### config.mk
export PLATFORM = sky130hd
export DESIGN_NAME = ttps_front
export DESIGN_NICKNAME = d
export VERILOG_FILES = /design/src/transposition_table_probe_store_top_defines.svh /design/src/ttps_pkg.sv /design/src/ttps_front.sv
export SDC_FILE = /design/constraint.sdc
export NUM_CORES = 1
export LEC_CHECK = 0
export CAP_MARGIN = 30
export CORE_AREA = 2 2 125 127
export DETAILED_ROUTE_END_ITERATION = 16
export DIE_AREA = 0 0 127 129
export DONT_BUFFER_PORTS = 1
export HOLD_SLACK_MARGIN = 0.02
export PLACE_DENSITY = 0.79
export SLEW_MARGIN = 30
export SYNTH_ARGS = -nofsm -noshare
export SYNTH_HDL_FRONTEND = slang
export SYNTH_SLANG_ARGS = --single-unit
### constraint.sdc
create_clock -name clk -period 6.87 [get_ports clk]
set_input_delay 1.374 -clock clk [delete_from_list [all_inputs] [get_ports clk]]
set_output_delay 1.374 -clock clk [all_outputs]
set_load 0.1 [all_outputs]
### src/transposition_table_probe_store_top_defines.svh
// assertion macros for the transposition table rtl
`ifndef TRANSPOSITION_TABLE_PROBE_STORE_TOP_DEFINES_SVH
`define TRANSPOSITION_TABLE_PROBE_STORE_TOP_DEFINES_SVH

`ifndef SYNTH
// property must hold at every clock edge out of reset
`define TTPS_ASSERT(lbl, prop, msg) \
  lbl: assert property (@(posedge clk) disable iff (rst) (prop)) else $error(msg);
// consequent must hold in the cycle after the antecedent
`define TTPS_ASSERT_NEXT(lbl, ante, cons, msg) \
  lbl: assert property (@(posedge clk) disable iff (rst) (ante) |=> (cons)) else $error(msg);
`else
`define TTPS_ASSERT(lbl, prop, msg)
`define TTPS_ASSERT_NEXT(lbl, ante, cons, msg)
`endif

`endif

### src/ttps_pkg.sv
// shared constants and types of the transposition table
package ttps_pkg;

  // entry count, a power of two: the slot is the low key bits
  localparam int TABLE_ENTRIES = 1024;
  localparam int SLOT_W        = $clog2(TABLE_ENTRIES);

  localparam int KEY_W   = 64;
  localparam int DEPTH_W = 8;
  localparam int SCORE_W = 16;
  localparam int KIND_W  = 2;
  // full key kept: a cleared slot holds key 0, which only slot 0 can match
  localparam int LOCK_W  = KEY_W;

  localparam int IN_TDATA_W  = 128;
  localparam int OUT_TDATA_W = 16;

  localparam int QUEUE_DEPTH = 2;
  localparam int QPTR_W      = $clog2(QUEUE_DEPTH);
  localparam int QCNT_W      = $clog2(QUEUE_DEPTH + 1);

  localparam logic MODE_PROBE  = 1'b0;
  localparam logic MODE_RECORD = 1'b1;

  localparam logic [KIND_W-1:0] KIND_EXACT = 2'd0;
  localparam logic [KIND_W-1:0] KIND_UPPER = 2'd1;
  localparam logic [KIND_W-1:0] KIND_LOWER = 2'd2;

  typedef struct packed {
    logic                      is_record;
    logic [SLOT_W-1:0]         slot;
    logic [LOCK_W-1:0]         lock;
    logic [DEPTH_W-1:0]        depth;
    logic signed [SCORE_W-1:0] alpha;
    logic signed [SCORE_W-1:0] beta;
    logic signed [SCORE_W-1:0] score;
    logic [KIND_W-1:0]         kind;
  } cmd_t;

  typedef struct packed {
    logic [LOCK_W-1:0]         lock;
    logic [DEPTH_W-1:0]        depth;
    logic [KIND_W-1:0]         kind;
    logic signed [SCORE_W-1:0] score;
  } entry_t;

  localparam int ENTRY_W = $bits(entry_t);

  typedef struct packed {
    logic                      hit;
    logic signed [SCORE_W-1:0] score;
  } res_t;

  // status from back part to front part
  typedef struct packed {
    logic clearing;
    logic take;
  } back_stat_t;

endpackage

### src/ttps_front.sv
// front part: accepts items, decodes them into commands, holds the command queue
module ttps_front (
  input  logic                             clk,
  input  logic                             rst,
  input  logic                             s_tvalid,
  output logic                             s_tready,
  input  logic [ttps_pkg::IN_TDATA_W-1:0]  s_tdata,
  input  logic                             s_tuser,
  input  ttps_pkg::back_stat_t             stat,
  output logic                             cmd_valid,
  output ttps_pkg::cmd_t                   cmd
);
  import ttps_pkg::*;

  cmd_t              cmd_in;
  logic [KEY_W-1:0]  key;
  cmd_t              q [QUEUE_DEPTH];
  logic [QPTR_W-1:0] wr_ptr;
  logic [QPTR_W-1:0] rd_ptr;
  logic [QCNT_W-1:0] cnt;
  logic              push;
  logic              pop;

  // tdata: key, depth, alpha, beta, score, kind from bit 0 up
  assign key              = s_tdata[63:0];
  assign cmd_in.is_record = (s_tuser == MODE_RECORD);
  assign cmd_in.slot      = key[SLOT_W-1:0];
  assign cmd_in.lock      = key;
  assign cmd_in.depth     = s_tdata[71:64];
  assign cmd_in.alpha     = s_tdata[87:72];
  assign cmd_in.beta      = s_tdata[103:88];
  assign cmd_in.score     = s_tdata[119:104];
  assign cmd_in.kind      = s_tdata[121:120];

  assign s_tready  = (cnt != QCNT_W'(QUEUE_DEPTH)) && !stat.clearing;
  assign push      = s_tvalid && s_tready;
  assign pop       = stat.take;
  assign cmd_valid = (cnt != '0);
  assign cmd       = q[rd_ptr];

  always_ff @(posedge clk) begin
    if (push) begin
      q[wr_ptr] <= cmd_in;
    end
  end

  always_ff @(posedge clk) begin
    if (rst) begin
      wr_ptr <= '0;
      rd_ptr <= '0;
      cnt    <= '0;
    end else begin
      if (push) begin
        wr_ptr <= wr_ptr + 1'b1;
      end
      if (pop) begin
        rd_ptr <= rd_ptr + 1'b1;
      end
      case ({push, pop})
        2'b10:   cnt <= cnt + 1'b1;
        2'b01:   cnt <= cnt - 1'b1;
        default: cnt <= cnt;
      endcase
    end
  end

endmodule

==> impl_metrics.py, run 1 <==
metrics = {
    "run_status": {
        "outcome": "complete, no violations",
    },
    "run": {
        "maxCapViolations": 0,
    },
    "logic_synthesis": {
        "syn-num-nets": 553,
        "synth_area_um2": 9450,
        "ys.flop_type": "edfxtp_1",
        "synth_top_cell_area_share_pct": 78.2,
        "synth.distinct_cells": 20,
        "syn_inst": 418,
        "synth_area_leaders": "edfxtp_1, mux2_4, mux2_2",
        "synth_warnings": 0,
        "synth_largest_area_cell": "edfxtp_1",
        "synth-async-reset-ratio_pct": 0,
        "postSynthAreaPerCell_um2": 22.6,
        "synth_edf_count": 246,
        "ys_ff_latch": 251,
        "seq_area_frac_synth_pct": 79.2,
    },
    "timing": {
        "min_period_ps": 3960,
        "clock_skew_ps": 7.56,
        "slew_viol_final": 0,
        "setup_viol_count_final": 0,
        "hold_ws_ps": 506,
        "relSlewSlack_pct": 39.3,
        "fmax_mhz": 252,
        "hold_viol_final": 0,
        "finalSetupTns_ps": 0,
        "rsz0062_at_grt": "no",
        "fin_ws_ps": 2910,
        "finalCritPeriodShare_pct": 57.7,
        "tightest_slew_ps": 911,
    },
    "hold_path": {
        "holdPathEnd": "cnt[1]",
        "hp-start": "cnt[1]",
        "hold_class": "reg -> reg",
        "holdPathStages": 2,
    },
    "power_and_ir_drop": {
        "combPwrFrac_pct": 21.2,
        "p_leak_uw": 0.00345,
        "power.internal_uw": 2540,
        "vdd_drop_max_uv": 335,
        "powerDensity_nw_per_um2": 367,
        "p_switching_uw": 1220,
        "sequentialPowerShare_pct": 47.7,
        "p_clk_share_pct": 31.1,
        "power.share.switching_pct": 32.5,
    },
    "grt": {
        "grt_pass1_wl_um": 22000,
        "antenna_found_initial": 0,
        "gr-usage-all-layers_pct": 17.7,
        "grt_max_degree": 72,
        "gr-total-overflow": 0,
        "grt_pass1_vias": 3949,
    },
    "placement": {
        "hpwl_um": 9920,
        "gp_congestion": 0.714,
        "port_buffers": 0,
        "dp.cells": 586,
        "pre_cts_ws_ps": 3100,
    },
    "die": {
        "start_util_pct": 63.1,
        "io-pin-count": 269,
        "die_width_um": 127,
        "dieArea_um2": 16400,
        "chipHeight_um": 129,
        "core-area_um2": 15000,
        "row_count": 45,
    },
    "route": {
        "wl_met2_um": 7420,
        "drt_first_pass_iters": 4,
        "via_count": 3679,
        "post_drt_wl_per_cell_um": 24.2,
        "met1_length_um": 5240,
        "drc": 0,
        "wl_met3_um": 2210,
        "routed.top_layer": "met4",
        "dr.first_iter.drc_count": 270,
        "viasPerCell": 5.84,
        "drtAntennaViolNets": 0,
        "wirelength_um": 15300,
    },
    "critical_path": {
        "cp_slowest_cell": "dfxtp_4",
        "cp-end-kind": "output port",
        "r2r_setup_slack_ps": 3940,
        "cp_data_required_time_ps": 5500,
        "cp_max_fo": 65,
        "cp_data_arrival_time_ps": 2590,
        "crit_type": "reg -> out",
        "reg2regPathDepth": 4,
        "cp_cell_sequence": "buf_12 -> mux2_4",
        "r2r_start": "cnt[0]",
        "worst_path_largest_cell_delay_ps": 930,
        "rr_endpoint": "q[1][108]",
        "start_kind": "flop",
    },
    "cells_and_area": {
        "fillers": 941,
        "layout-area-overhead-vs-synth_pct": 8.57,
        "drive_above_1_share_pct": 36.9,
        "fin_nets": 559,
        "stdcell_count": 630,
        "antennaDiodeCount": 0,
    },
    "clocking": {
        "clock_latency_ps": 500,
        "ctsHtreeMaxLevel": 1,
        "cts_buffers": 24,
        "tritoncts": "done",
        "root_buffer": "clkbuf_16",
        "cts-hold-fix-buffers": 0,
        "post_cts_buffers": 0,
        "clk_pin_slew_ps": 60,
        "cts_buffer_depth": 3,
        "cts.sinks": 251,
        "cts_resized": 0,
    },
}
==> cell type report <==
type	count	area, um^2	area share (%)
Tap cell	188	235	2.29
Multi-Input combinational cell	142	1780	17.3
Sequential cell	251	7490	73.0
Clock buffer	29	641	6.24
Inverter	1	6.26	0.0610
Clock inverter	15	67.6	0.659
Timing Repair Buffer	4	42.5	0.415
==> Yosys cell counts, drive strengths merged (2+ instances only) <==
cell,instances
edfxtp,246
buf,24
nor2,4
a21oi,2
or3,2
o21ai,2
mux2,123
xnor2,2
dfxtp,5
==> worst max path at each step <==
| stage | slack (ps) | startpoint | endpoint | depth (start not counted) |
|---|---|---|---|---|
| after floorplan | 640 | stat[1] | q[1][0] | 2 |
| after global placement | 2770 | stat[1] | q[1][108] | 3 |
| after detailed placement | 3100 | stat[1] | q[1][111] | 3 |
| after CTS | 2840 | flop | cmd[58] | 2 |
| after global routing | 2770 | flop | cmd[58] | 2 |
| final | 2910 | flop | cmd[58] | 2 |
==> registers in the layout, indices dropped and copies added, names as in the netlist, named ones only <==
name / flops
cnt: 2
rd_ptr: 1
q: 246
wr_ptr: 1
==> cell usage in the layout (no fill, tap or decap), types with 3 or more instances in the layout <==
cell type  instances
clkinv_2           5
clkbuf_1           4
mux2_2            53
edfxtp_1         246
buf_4              3
clkinv_1           9
dfxtp_1            4
mux2_4            70
clkbuf_16         25
nor2_1             3
==> power groups by stage <==
| stage | clock network (uW) | registers [uW] | logic [uW] |
|---|---|---|---|
| global placement | 0 | 1820 | 798 |
| detailed placement | 0 | 1830 | 802 |
| CTS | 1200 | 1790 | 803 |
| finish | 1170 | 1790 | 799 |
| floorplan | 0 | 1810 | 790 |
| global route | 1260 | 1800 | 813 |
==> cell families after synthesis <==
group | synth area share [%]
adders and majority gates | 0.132
DFF | 79.2
buffers and inverters | 2.11
and+or+nand+nor | 0.596
muxes | 17.4
AOI/OAI and AO/OA | 0.212
xor gates and xnor gates | 0.278
==> metrics by stage <==
step	area (um^2)	total power, uW	util, %
after floorplan	9450	2600	-
after CTS	10300	3790	68.5
after global placement	9550	2620	63.7
after detailed placement	9550	2630	63.8
final	10300	3760	68.5
after global routing	10300	3870	68.5
==> metal layers <==
metal | vias up | global-route usage (%)
met5 | - | 0
met4 | 0 | 5.37
met3 | 33 | 10.6
met2 | 212 | 29.5
met1 | 1790 | 19.1
li1 | 1644 | -
==> worst max-delay path, delay by kind of cell (launching register included) <==
kind	cells	cell delay, ps
flip-flops	1	930
multiplexers	1	640
buffers and inverters	1	450
Note: power is estimated with default switching activity, not from simulation.
==> run 2, diff against run 1 <==
--- a/config.mk
+++ b/config.mk
@@ -6,12 +6,12 @@
 export NUM_CORES = 1
 export LEC_CHECK = 0
 export CAP_MARGIN = 30
-export CORE_AREA = 2 2 125 127
+export CORE_AREA = 2 2 133 135
 export DETAILED_ROUTE_END_ITERATION = 16
-export DIE_AREA = 0 0 127 129
+export DIE_AREA = 0 0 135 137
 export DONT_BUFFER_PORTS = 1
 export HOLD_SLACK_MARGIN = 0.02
-export PLACE_DENSITY = 0.79
+export PLACE_DENSITY = 0.74
 export SLEW_MARGIN = 30
 export SYNTH_ARGS = -nofsm -noshare
 export SYNTH_HDL_FRONTEND = slang
==> constraint.sdc (replaced) <==
create_clock -name clk -period 3.25 [get_ports clk]
set_input_delay 0.65 -clock clk [delete_from_list [all_inputs] [get_ports clk]]
set_output_delay 0.65 -clock clk [all_outputs]
set_load 0.1 [all_outputs]
==> impl_metrics.py, run 2 (synthesis gave the netlist of run 1 again) <==
metrics = {
    "placement": {
        "dp.cells": 628,
        "placed_area_um2": 9710,
        "port_buffers": 0,
        "gp_congestion": 0.702,
        "hpwl_um": 10300,
    },
    "grt": {
        "grt_pass1_wl_um": 22100,
        "grtUsageMet2_pct": 27.9,
        "grt_max_degree": 70,
        "gr-usage-all-layers_pct": 15.8,
        "use_met1_pct": 17.1,
        "grt_pass1_vias": 3930,
        "busiest_layer": "met2",
        "gr-total-overflow": 0,
        "grt_util_met3_pct": 7.74,
        "antenna_found_initial": 0,
    },
    "clocking": {
        "cts-hold-fix-buffers": 0,
        "clock_latency_ps": 500,
        "cts_buffer_depth": 3,
        "clk_pin_slew_ps": 60,
        "cts_buffers": 25,
        "cts.sinks": 251,
        "tritoncts": "done",
        "root_buffer": "clkbuf_16",
        "cts_resized": 0,
        "post_cts_buffers": 0,
        "ctsHtreeMaxLevel": 1,
    },
    "critical_path": {
        "cp_cell_sequence": "buf_12 -> mux2_2",
        "reg2regPathDepth": 4,
        "crit_type": "reg -> out",
        "critPathTopFamily": "flip-flops",
        "cp_data_arrival_time_ps": 2170,
        "cp_slowest_cell": "dfxtp_4",
        "crit_cells": 2,
        "path_buf_inv": 1,
        "worst_path_largest_cell_delay_ps": 700,
        "cp_data_required_time_ps": 2600,
        "cp_max_fo": 38,
        "cp-end-kind": "output port",
        "start_kind": "flop",
    },
    "power_and_ir_drop": {
        "power.internal_uw": 5630,
        "sequentialPowerShare_pct": 45.9,
        "vdd_drop_max_uv": 636,
        "p_switching_uw": 2590,
        "power.share.switching_pct": 31.5,
        "powerDensity_nw_per_um2": 783,
        "combPwrFrac_pct": 21.0,
        "p_clk_share_pct": 33.1,
        "p_leak_uw": 0.00352,
        "power.total_uw": 8220,
    },
    "timing": {
        "fmax_mhz": 354,
        "setup_viol_count_final": 0,
        "tightest_slew_ps": 708,
        "clock_skew_ps": 7.47,
        "min_period_ps": 2820,
        "finalCritPeriodShare_pct": 86.9,
        "slew_viol_final": 0,
        "finalSetupTns_ps": 0,
        "relSlewSlack_pct": 52.8,
        "hold_viol_final": 0,
        "rsz0062_at_grt": "no",
    },
    "cells_and_area": {
        "drive_above_1_share_pct": 38.4,
        "fin_nets": 565,
        "stdcell_count": 673,
        "antennaDiodeCount": 0,
        "final_cell_mix": "edfxtp_1, mux2_4, mux2_2",
        "fin_util_pct": 61.6,
        "regMostFlops": "q",
        "largest_reg_flops": 246,
        "fillers": 1177,
        "reg.largest.list": "q (246), cnt (2)",
        "layout-area-overhead-vs-synth_pct": 11.1,
        "postLayoutCellArea_um2": 10500,
        "final_common_cell": "edfxtp_1",
    },
    "die": {
        "die_width_um": 135,
        "start_util_pct": 55.4,
        "core-area_um2": 17100,
        "io-pin-count": 269,
        "chipHeight_um": 137,
        "dieArea_um2": 18500,
        "row_count": 48,
    },
    "route": {
        "drtAntennaViolNets": 0,
        "viasPerCell": 5.55,
        "wirelength_um": 15600,
        "drc": 0,
        "dr.first_iter.drc_count": 210,
        "via_count": 3732,
        "drt_first_pass_iters": 5,
        "post_drt_wl_per_cell_um": 23.1,
    },
    "hold_path": {
        "holdPathStages": 1,
        "hold_class": "in -> reg",
    },
    "run_status": {
        "outcome": "complete, no violations",
    },
    "run": {
        "maxCapViolations": 0,
    },
}
==> run 2: cell count changes in the layout (fill, tap and decap cells not counted) <==
cell | previous run | this run
buf_12 | 1 | 7
buf_4 | 3 | 2
bufinv_16 | 0 | 3
clkbuf_1 | 4 | 2
clkinv_1 | 9 | 8
clkinv_4 | 1 | 0
clkinvlp_4 | 0 | 2
inv_4 | 1 | 0
inv_6 | 0 | 1
nor2_2 | 0 | 1
nor2_4 | 1 | 0
==> run 2: layout make-up <==
type                    count  area, um^2  area share [%]
clock buffers              27         633            6.03
clock inverters            18         161            1.54
inverters                   1        7.51          0.0715
multi-input cells         142        1770            16.9
flip-flops and latches    251        7490            71.3
well taps                 225         282            2.68
repair buffers              9         155            1.48
==> run 2: power by group through the flow <==
stage,sequential (uW),clock [uW],combinational (uW)
final,3780,2720,1720
after global routing,3790,2910,1760
after floorplan,3820,0,1670
after CTS,3780,2790,1730
after global placement,3840,0,1730
after detailed placement,3850,0,1730
==> run 2: worst register-to-register path, stage by stage (launching register included) <==
cell and delay (ps):
dfxtp_1 420, nor2b_1 110, or3_1 420, clkinvlp_4 120, buf_4 560
==> run 2: path summary, 6_finish.rpt <==
path	slack, ps	start	to
min	220	rst	flop
min reg2reg	510	wr_ptr	wr_ptr
max reg2reg	1210	cnt[0]	q[0][46]
max	430	flop	cmd[99]
==> run 2: per-stage QoR <==
stage / hold WS (ps) / setup slack, ps
detailed placement: 495 / 931
finish: 221 / 425
global route: 197 / 350
global placement: 479 / 929
floorplan: 456 / 157
CTS: 196 / 392
==> run 2: layer usage <==
layer / vias to the layer above / wire, um
met5: - / 0
li1: 1663 / -
met1: 1854 / 5400
met4: 0 / 181
met3: 18 / 1970
met2: 197 / 8010
